==> src/rtl/core/rbsvr_pkg.sv <==
// Package with shared constants, types and helper functions of the rigid body step block.
`timescale 1ns / 1ps
`default_nettype none

package rbsvr_pkg;

    localparam int VERTEX_COUNT = 32;
    localparam int VIDX_W       = (VERTEX_COUNT > 1) ? $clog2(VERTEX_COUNT) : 1;
    localparam int CORDIC_STEPS = 16;
    localparam int STEP_W       = $clog2(CORDIC_STEPS);
    localparam int CW           = 34;
    localparam logic signed [CW-1:0] CORDIC_GAIN = 34'sd652032874;

    localparam int APB_AW = 5;

    localparam logic [2:0] REG_START_POS_X  = 3'd0;
    localparam logic [2:0] REG_START_POS_Y  = 3'd1;
    localparam logic [2:0] REG_START_VEL_X  = 3'd2;
    localparam logic [2:0] REG_START_VEL_Y  = 3'd3;
    localparam logic [2:0] REG_ANGULAR_STEP = 3'd4;
    localparam logic [2:0] REG_INVERSE_MASS = 3'd5;

    localparam logic [1:0] OP_TICK     = 2'd0;
    localparam logic [1:0] OP_LOAD     = 2'd1;
    localparam logic [1:0] OP_RESTART  = 2'd2;
    localparam logic [1:0] OP_RESERVED = 2'd3;

    localparam logic [1:0] KIND_NONE    = 2'd0;
    localparam logic [1:0] KIND_TICK    = 2'd1;
    localparam logic [1:0] KIND_LOAD    = 2'd2;
    localparam logic [1:0] KIND_RESTART = 2'd3;

    typedef struct packed {
        logic [1:0]         kind;
        logic [5:0]         vertex_index;
        logic signed [31:0] model_x;
        logic signed [31:0] model_y;
        logic signed [31:0] force_x;
        logic signed [31:0] force_y;
        logic signed [31:0] bound_left;
        logic signed [31:0] bound_top;
        logic signed [31:0] bound_width;
        logic signed [31:0] bound_height;
    } cmd_t;

    typedef struct packed {
        logic signed [31:0] start_pos_x;
        logic signed [31:0] start_pos_y;
        logic signed [31:0] start_vel_x;
        logic signed [31:0] start_vel_y;
        logic signed [15:0] angular_step;
        logic [16:0]        inverse_mass;
    } cfg_t;

    typedef struct packed {
        logic idle;
        logic pop;
    } back_status_t;

    function automatic logic signed [16:0] atan_turn(input logic [STEP_W-1:0] i);
        logic signed [16:0] r;
        case (i)
            4'd0:    r = 17'sd8192;
            4'd1:    r = 17'sd4836;
            4'd2:    r = 17'sd2555;
            4'd3:    r = 17'sd1297;
            4'd4:    r = 17'sd651;
            4'd5:    r = 17'sd326;
            4'd6:    r = 17'sd163;
            4'd7:    r = 17'sd81;
            4'd8:    r = 17'sd41;
            4'd9:    r = 17'sd20;
            4'd10:   r = 17'sd10;
            4'd11:   r = 17'sd5;
            4'd12:   r = 17'sd3;
            4'd13:   r = 17'sd1;
            4'd14:   r = 17'sd1;
            default: r = 17'sd0;
        endcase
        return r;
    endfunction

    function automatic logic signed [31:0] sat32(input logic signed [39:0] v);
        logic signed [31:0] r;
        if (v > 40'sd2147483647)
            r = 32'sh7fffffff;
        else if (v < -40'sd2147483648)
            r = 32'sh80000000;
        else
            r = v[31:0];
        return r;
    endfunction

    function automatic logic in_span(input logic signed [31:0] p,
                                     input logic signed [31:0] edge_v,
                                     input logic signed [31:0] size_v);
        logic signed [32:0] a;
        logic signed [32:0] b;
        logic signed [32:0] lo;
        logic signed [32:0] hi;
        logic signed [32:0] pe;
        a  = {edge_v[31], edge_v};
        b  = a + {size_v[31], size_v};
        lo = (a < b) ? a : b;
        hi = (a < b) ? b : a;
        pe = {p[31], p};
        return (pe >= lo) && (pe < hi);
    endfunction

endpackage

`default_nettype wire

==> src/rtl/core/rbsvr_if.sv <==
// Valid/ready channel interfaces for command transactions and vertex result transactions.
`timescale 1ns / 1ps
`default_nettype none

interface rbsvr_cmd_if;
    logic               valid;
    logic               ready;
    logic [1:0]         opcode;
    logic [5:0]         vertex_index;
    logic signed [31:0] model_x;
    logic signed [31:0] model_y;
    logic signed [31:0] force_x;
    logic signed [31:0] force_y;
    logic signed [31:0] bound_left;
    logic signed [31:0] bound_top;
    logic signed [31:0] bound_width;
    logic signed [31:0] bound_height;

    modport source (output valid, opcode, vertex_index, model_x, model_y, force_x, force_y,
                    bound_left, bound_top, bound_width, bound_height, input ready);
    modport sink (input valid, opcode, vertex_index, model_x, model_y, force_x, force_y,
                  bound_left, bound_top, bound_width, bound_height, output ready);
endinterface


`default_nettype wire

==> src/rtl/core/rbsvr_front.sv <==
// Front end: accepts command transactions, classifies them and queues them for the back end.
`timescale 1ns / 1ps
`default_nettype none

module rbsvr_front
    import rbsvr_pkg::*;
(
    input  wire logic   clk,
    input  wire logic   rst_n,
    rbsvr_cmd_if.sink   cmd,
    output cmd_t        head,
    output logic        head_valid,
    input  wire logic   pop
);

    cmd_t       entry_reg [2];
    logic       wr_ptr_reg;
    logic       rd_ptr_reg;
    logic [1:0] count_reg;
    logic [1:0] count_next;
    logic       push;
    cmd_t       classified;

    // Out-of-range loads and the unused opcode are turned into no-ops here.
    always_comb
    begin
        classified.vertex_index = cmd.vertex_index;
        classified.model_x      = cmd.model_x;
        classified.model_y      = cmd.model_y;
        classified.force_x      = cmd.force_x;
        classified.force_y      = cmd.force_y;
        classified.bound_left   = cmd.bound_left;
        classified.bound_top    = cmd.bound_top;
        classified.bound_width  = cmd.bound_width;
        classified.bound_height = cmd.bound_height;
        case (cmd.opcode)
            OP_TICK:    classified.kind = KIND_TICK;
            OP_RESTART: classified.kind = KIND_RESTART;
            OP_LOAD:
            begin
                if ({1'b0, cmd.vertex_index} < 7'(VERTEX_COUNT))
                    classified.kind = KIND_LOAD;
                else
                    classified.kind = KIND_NONE;
            end
            default:    classified.kind = KIND_NONE;
        endcase
    end

    assign cmd.ready  = (count_reg != 2'd2);
    assign push       = cmd.valid && cmd.ready;
    assign head_valid = (count_reg != 2'd0);
    assign head       = entry_reg[rd_ptr_reg];

    always_comb
    begin
        count_next = count_reg;
        if (push && !(pop && head_valid))
            count_next = count_reg + 2'd1;
        else if (!push && pop && head_valid)
            count_next = count_reg - 2'd1;
    end

    always_ff @(posedge clk or negedge rst_n)
    begin
        if (!rst_n)
        begin
            wr_ptr_reg <= 1'b0;
            rd_ptr_reg <= 1'b0;
            count_reg  <= 2'd0;
        end
        else
        begin
            count_reg <= count_next;
            if (push)
                wr_ptr_reg <= ~wr_ptr_reg;
            if (pop && head_valid)
                rd_ptr_reg <= ~rd_ptr_reg;
        end
    end

    always_ff @(posedge clk)
    begin
        if (push)
            entry_reg[wr_ptr_reg] <= classified;
    end

endmodule

`default_nettype wire

==> src/flat_wrapper.sv <==
// flat-port wrapper written by rule: the top's interface ports become plain ports
module rbsvr_front_flat import rbsvr_pkg::*;
  (clk, rst_n, head, head_valid, pop, cmd_valid, cmd_opcode, cmd_vertex_index, cmd_model_x, cmd_model_y, cmd_force_x, cmd_force_y, cmd_bound_left, cmd_bound_top, cmd_bound_width, cmd_bound_height, cmd_ready);
  rbsvr_cmd_if cmd_i ();
  input  wire logic clk;
  input  wire logic rst_n;
  output cmd_t head;
  output logic head_valid;
  input  wire logic pop;
  input wire logic [$bits(cmd_i.valid)-1:0] cmd_valid;
  input wire logic [$bits(cmd_i.opcode)-1:0] cmd_opcode;
  input wire logic [$bits(cmd_i.vertex_index)-1:0] cmd_vertex_index;
  input wire logic [$bits(cmd_i.model_x)-1:0] cmd_model_x;
  input wire logic [$bits(cmd_i.model_y)-1:0] cmd_model_y;
  input wire logic [$bits(cmd_i.force_x)-1:0] cmd_force_x;
  input wire logic [$bits(cmd_i.force_y)-1:0] cmd_force_y;
  input wire logic [$bits(cmd_i.bound_left)-1:0] cmd_bound_left;
  input wire logic [$bits(cmd_i.bound_top)-1:0] cmd_bound_top;
  input wire logic [$bits(cmd_i.bound_width)-1:0] cmd_bound_width;
  input wire logic [$bits(cmd_i.bound_height)-1:0] cmd_bound_height;
  output wire logic [$bits(cmd_i.ready)-1:0] cmd_ready;
  assign cmd_i.valid = cmd_valid;
  assign cmd_i.opcode = cmd_opcode;
  assign cmd_i.vertex_index = cmd_vertex_index;
  assign cmd_i.model_x = cmd_model_x;
  assign cmd_i.model_y = cmd_model_y;
  assign cmd_i.force_x = cmd_force_x;
  assign cmd_i.force_y = cmd_force_y;
  assign cmd_i.bound_left = cmd_bound_left;
  assign cmd_i.bound_top = cmd_bound_top;
  assign cmd_i.bound_width = cmd_bound_width;
  assign cmd_i.bound_height = cmd_bound_height;
  assign cmd_ready = cmd_i.ready;
  rbsvr_front u_core (.clk(clk), .rst_n(rst_n), .cmd(cmd_i), .head(head), .head_valid(head_valid), .pop(pop));
endmodule
==> config.mk <==
export PLATFORM = sky130hd
export DESIGN_NAME = rbsvr_front_flat
export DESIGN_NICKNAME = d
export VERILOG_FILES = /design/src/rtl/core/rbsvr_pkg.sv /design/src/rtl/core/rbsvr_if.sv /design/src/rtl/core/rbsvr_front.sv /design/src/flat_wrapper.sv
export SDC_FILE = /design/constraint.sdc
export NUM_CORES = 1
export LEC_CHECK = 0
export BUFFER_PORTS_ARGS = -buffer_cell sky130_fd_sc_hd__buf_2
export CORE_ASPECT_RATIO = 0.6
export CORE_MARGIN = 3
export CORE_UTILIZATION = 35
export CTS_CLUSTER_SIZE = 8
export DETAILED_ROUTE_END_ITERATION = 16
export GPL_TIMING_DRIVEN = 1
export HOLD_SLACK_MARGIN = 0.1
export SETUP_SLACK_MARGIN = 0.02
export SLEW_MARGIN = 10
export SYNTH_ARGS = -nofsm -noshare
export SYNTH_HDL_FRONTEND = slang
export SYNTH_SLANG_ARGS = --single-unit
==> constraint.sdc <==
create_clock -name clk -period 13.3 [get_ports clk]
set_clock_uncertainty 0.1 [all_clocks]
set_input_delay 1.33 -clock clk [delete_from_list [all_inputs] [get_ports clk]]
set_output_delay 1.33 -clock clk [all_outputs]
set_load 0.02 [all_outputs]
==> flow_summary.toml <==
[detailed_routing]
first_pass_iters = 4
drt_iter0_drc = 658
vias_per_cell = 4.61
drc = 0
wl_um = 43400
wl_per_cell_um = 20.0
route.vias.total = 10021
ant_nets = 0

[timing]
maxSlewViolCount = 0
setup-violations-final = 0
tightest_slew_ns = 1.07
period_needed_ns = 5.35
hold_violations = 0
max_slew_margin_pct = 28.5
rsz0062_at_grt = "false"
tns_ns = 0
min_period_over_period_pct = 40.2
timing.fmax_mhz = 187

[global_routing]
grt_max_degree = 77
grt_pass1_wl_um = 63000
met2_usage_pct = 22.9
antenna_found_initial = 11
top_usage_layer = "met2"
overflow = 0
grt_pass1_vias = 10737
grt_use_total_pct = 14.4
met3_usage_pct = 6.45
grtUsageMet1_pct = 17.5

[synthesis]
ys_seq_area_share_pct = 82.4
yosysWarnings = 0
synth_nets = 1113
syn_area_sq_um = 19400
syn_inst = 845
ys_ff_latch = 532
avgSynthCellArea_sq_um = 22.9
synth.distinct_cells = 18

[worst_setup_path]
cpPeakStageDelay_ns = 0.97
r2r-start = "u_core.count_reg[0]"
end_kind = "output pin"
critPathLaunch = "u_core.rd_ptr_reg"
critical_path_class = "reg2out"
crit_family = "buffers and inverters"
critPathLaunchType = "flip-flop"
cp_slowest_cell = "dfrtp_4"
reg2reg_slack_ns = 9.52
crit_required_ns = 11.87
crit_path_cell_trace = "buf_4, buf_4, mux2_2, buf_2"
cp.arrival_ns = 3.92
cpMostUsedCell = "buf_4"
critPathBufInv = 3
critPathMaxFanout = 69

[clocking]
clkSinkCount = 532
cts_tree = "yes"
htreeDepth = 3
postCtsSetupRepairBufs = 0
ctsResizeCount = 0
clockBufferDepth = 3
root_buffer = "clkbuf_16"
clk_pin_slew_ns = 0.05
clk_latency_ns = 0.58
cts_hold_buf = 0
cts_buffers = 76

[layout]
nNetsFinal = 1705
fillers = 4690
stdcell_area_sq_um = 24800
area_growth_pct = 27.9
fin_cells = 2176
largest_reg_flops = 528
final_layout_size_suffix_gt1_share_pct = 61.4

[floorplan]
initial_utilization_pct = 35.6
rows = 66
pin_count = 534
die_w_um = 310
dieArea_sq_um = 58300
core_sq_um = 54400
die_height_um = 188

[power_and_ir_drop]
total_power_mw = 5.72
leakagePower_nw = 9.22
ir_worst_vdd_uv = 119
p_per_area_nw_per_um2 = 231

[placement]
portBuffers = 533
gp_congestion = 0.814
hpwlAfterDp_um = 29200
placed_area_sq_um = 22700
post-place-cells = 2073

[min_path]
min_from = "u_core.count_reg[0]"
hold_class = "reg2reg"

[job]
max_cap_violations = 0

[outcome]
status = "finished, final reports clean"
-- worst register-to-register path, delay by kind of cell, from the launching register on --
family	cells	cell delay [ns]
simple gates	3	0.43
buf+inv	3	2.39
flops	1	0.40
-- metal layers --
metal | vias up | part of all wire [%]
met1 | 4976 | 40
met2 | 386 | 47
li1 | 4566 | -
met5 | - | 0.20
met4 | 14 | 2.2
met3 | 79 | 10
-- path summary, 6_finish.rpt --
kind / end / cells after the start
max in group asynchronous: u_core.rd_ptr_reg / 1
setup / recovery: head[174] / 4
setup reg to reg: u_core.entry_reg[0][161] / 6
hold reg to reg: u_core.count_reg[0] / 1
min in group asynchronous: u_core.count_reg[1] / 1
hold / removal: u_core.count_reg[0] / 1
-- cell families (layout without fill, tap and decap cells) --
logic type             Yosys count  in the layout  synth area share [%]
other                            0              3                     0
AND/OR/NAND/NOR                  9              9                 0.246
AO/OA/AOI/OAI                    6              6                 0.181
XOR/XNOR                         2              2                0.0905
flip-flops                     532            532                  82.4
multiplexers                   265            265                  15.4
buffers and inverters           31            645                  1.69
-- Yosys cell counts (all sizes together) --
cell type	n	area (sq um)
a21boi	1	7.51
a21oi	2	10.0
and3	1	6.26
buf	29	320
dfrtp	4	100
edfxtp	528	15900
inv	2	7.51
mux2	265	2980
nand2	2	7.51
nand2b	1	6.26
nor2	2	7.51
nor2b	1	6.26
nor3b	1	7.51
o211ai	1	7.51
o21ai	2	10.0
or2	1	6.26
xnor2	2	17.5
-- layout by cell type (no fill, tap or decap), drive strengths merged --
| master | n |
|---|---|
| dfrtp | 4 |
| mux2 | 265 |
| nand2 | 2 |
| buf | 543 |
| o21ai | 2 |
| a21oi | 2 |
| nor2b | 1 |
| xnor2 | 2 |
| clkinv | 2 |
| a21boi | 1 |
| or2 | 1 |
| nand2b | 1 |
| nor2 | 2 |
| edfxtp | 528 |
| nor3b | 1 |
| clkbuf | 94 |
| inv | 6 |
| o211ai | 1 |
| and3 | 1 |
| diode | 3 |
-- final cells by class --
cell class | instances | area (sq um) | share of cell area, %
flip-flops and latches | 532 | 16000 | 64.4
inverters | 2 | 7.51 | 0.0303
clock buffers | 94 | 2010 | 8.12
repair buffers | 543 | 2740 | 11.1
diodes | 3 | 7.51 | 0.0303
multi-input cells | 282 | 3100 | 12.5
well taps | 714 | 893 | 3.61
clock inverters | 6 | 56.3 | 0.227
-- stage by stage --
step	util [%]	hold slack (ns)	worst slack, ns
after floorplan	-	0.379	4.44
after global placement	41.7	0.419	8.59
after detailed placement	41.7	0.441	8.52
after CTS	45.5	0.395	7.86
after global routing	45.5	0.412	7.69
final	45.5	0.448	7.95
-- report_power, final --
part | internal [mW] | switching (mW) | total (mW)
clock network | 1.05 | 0.647 | 1.69
registers | 2.24 | 0.113 | 2.35
logic | 0.637 | 1.04 | 1.68
(Power assumes the default switching activity.)
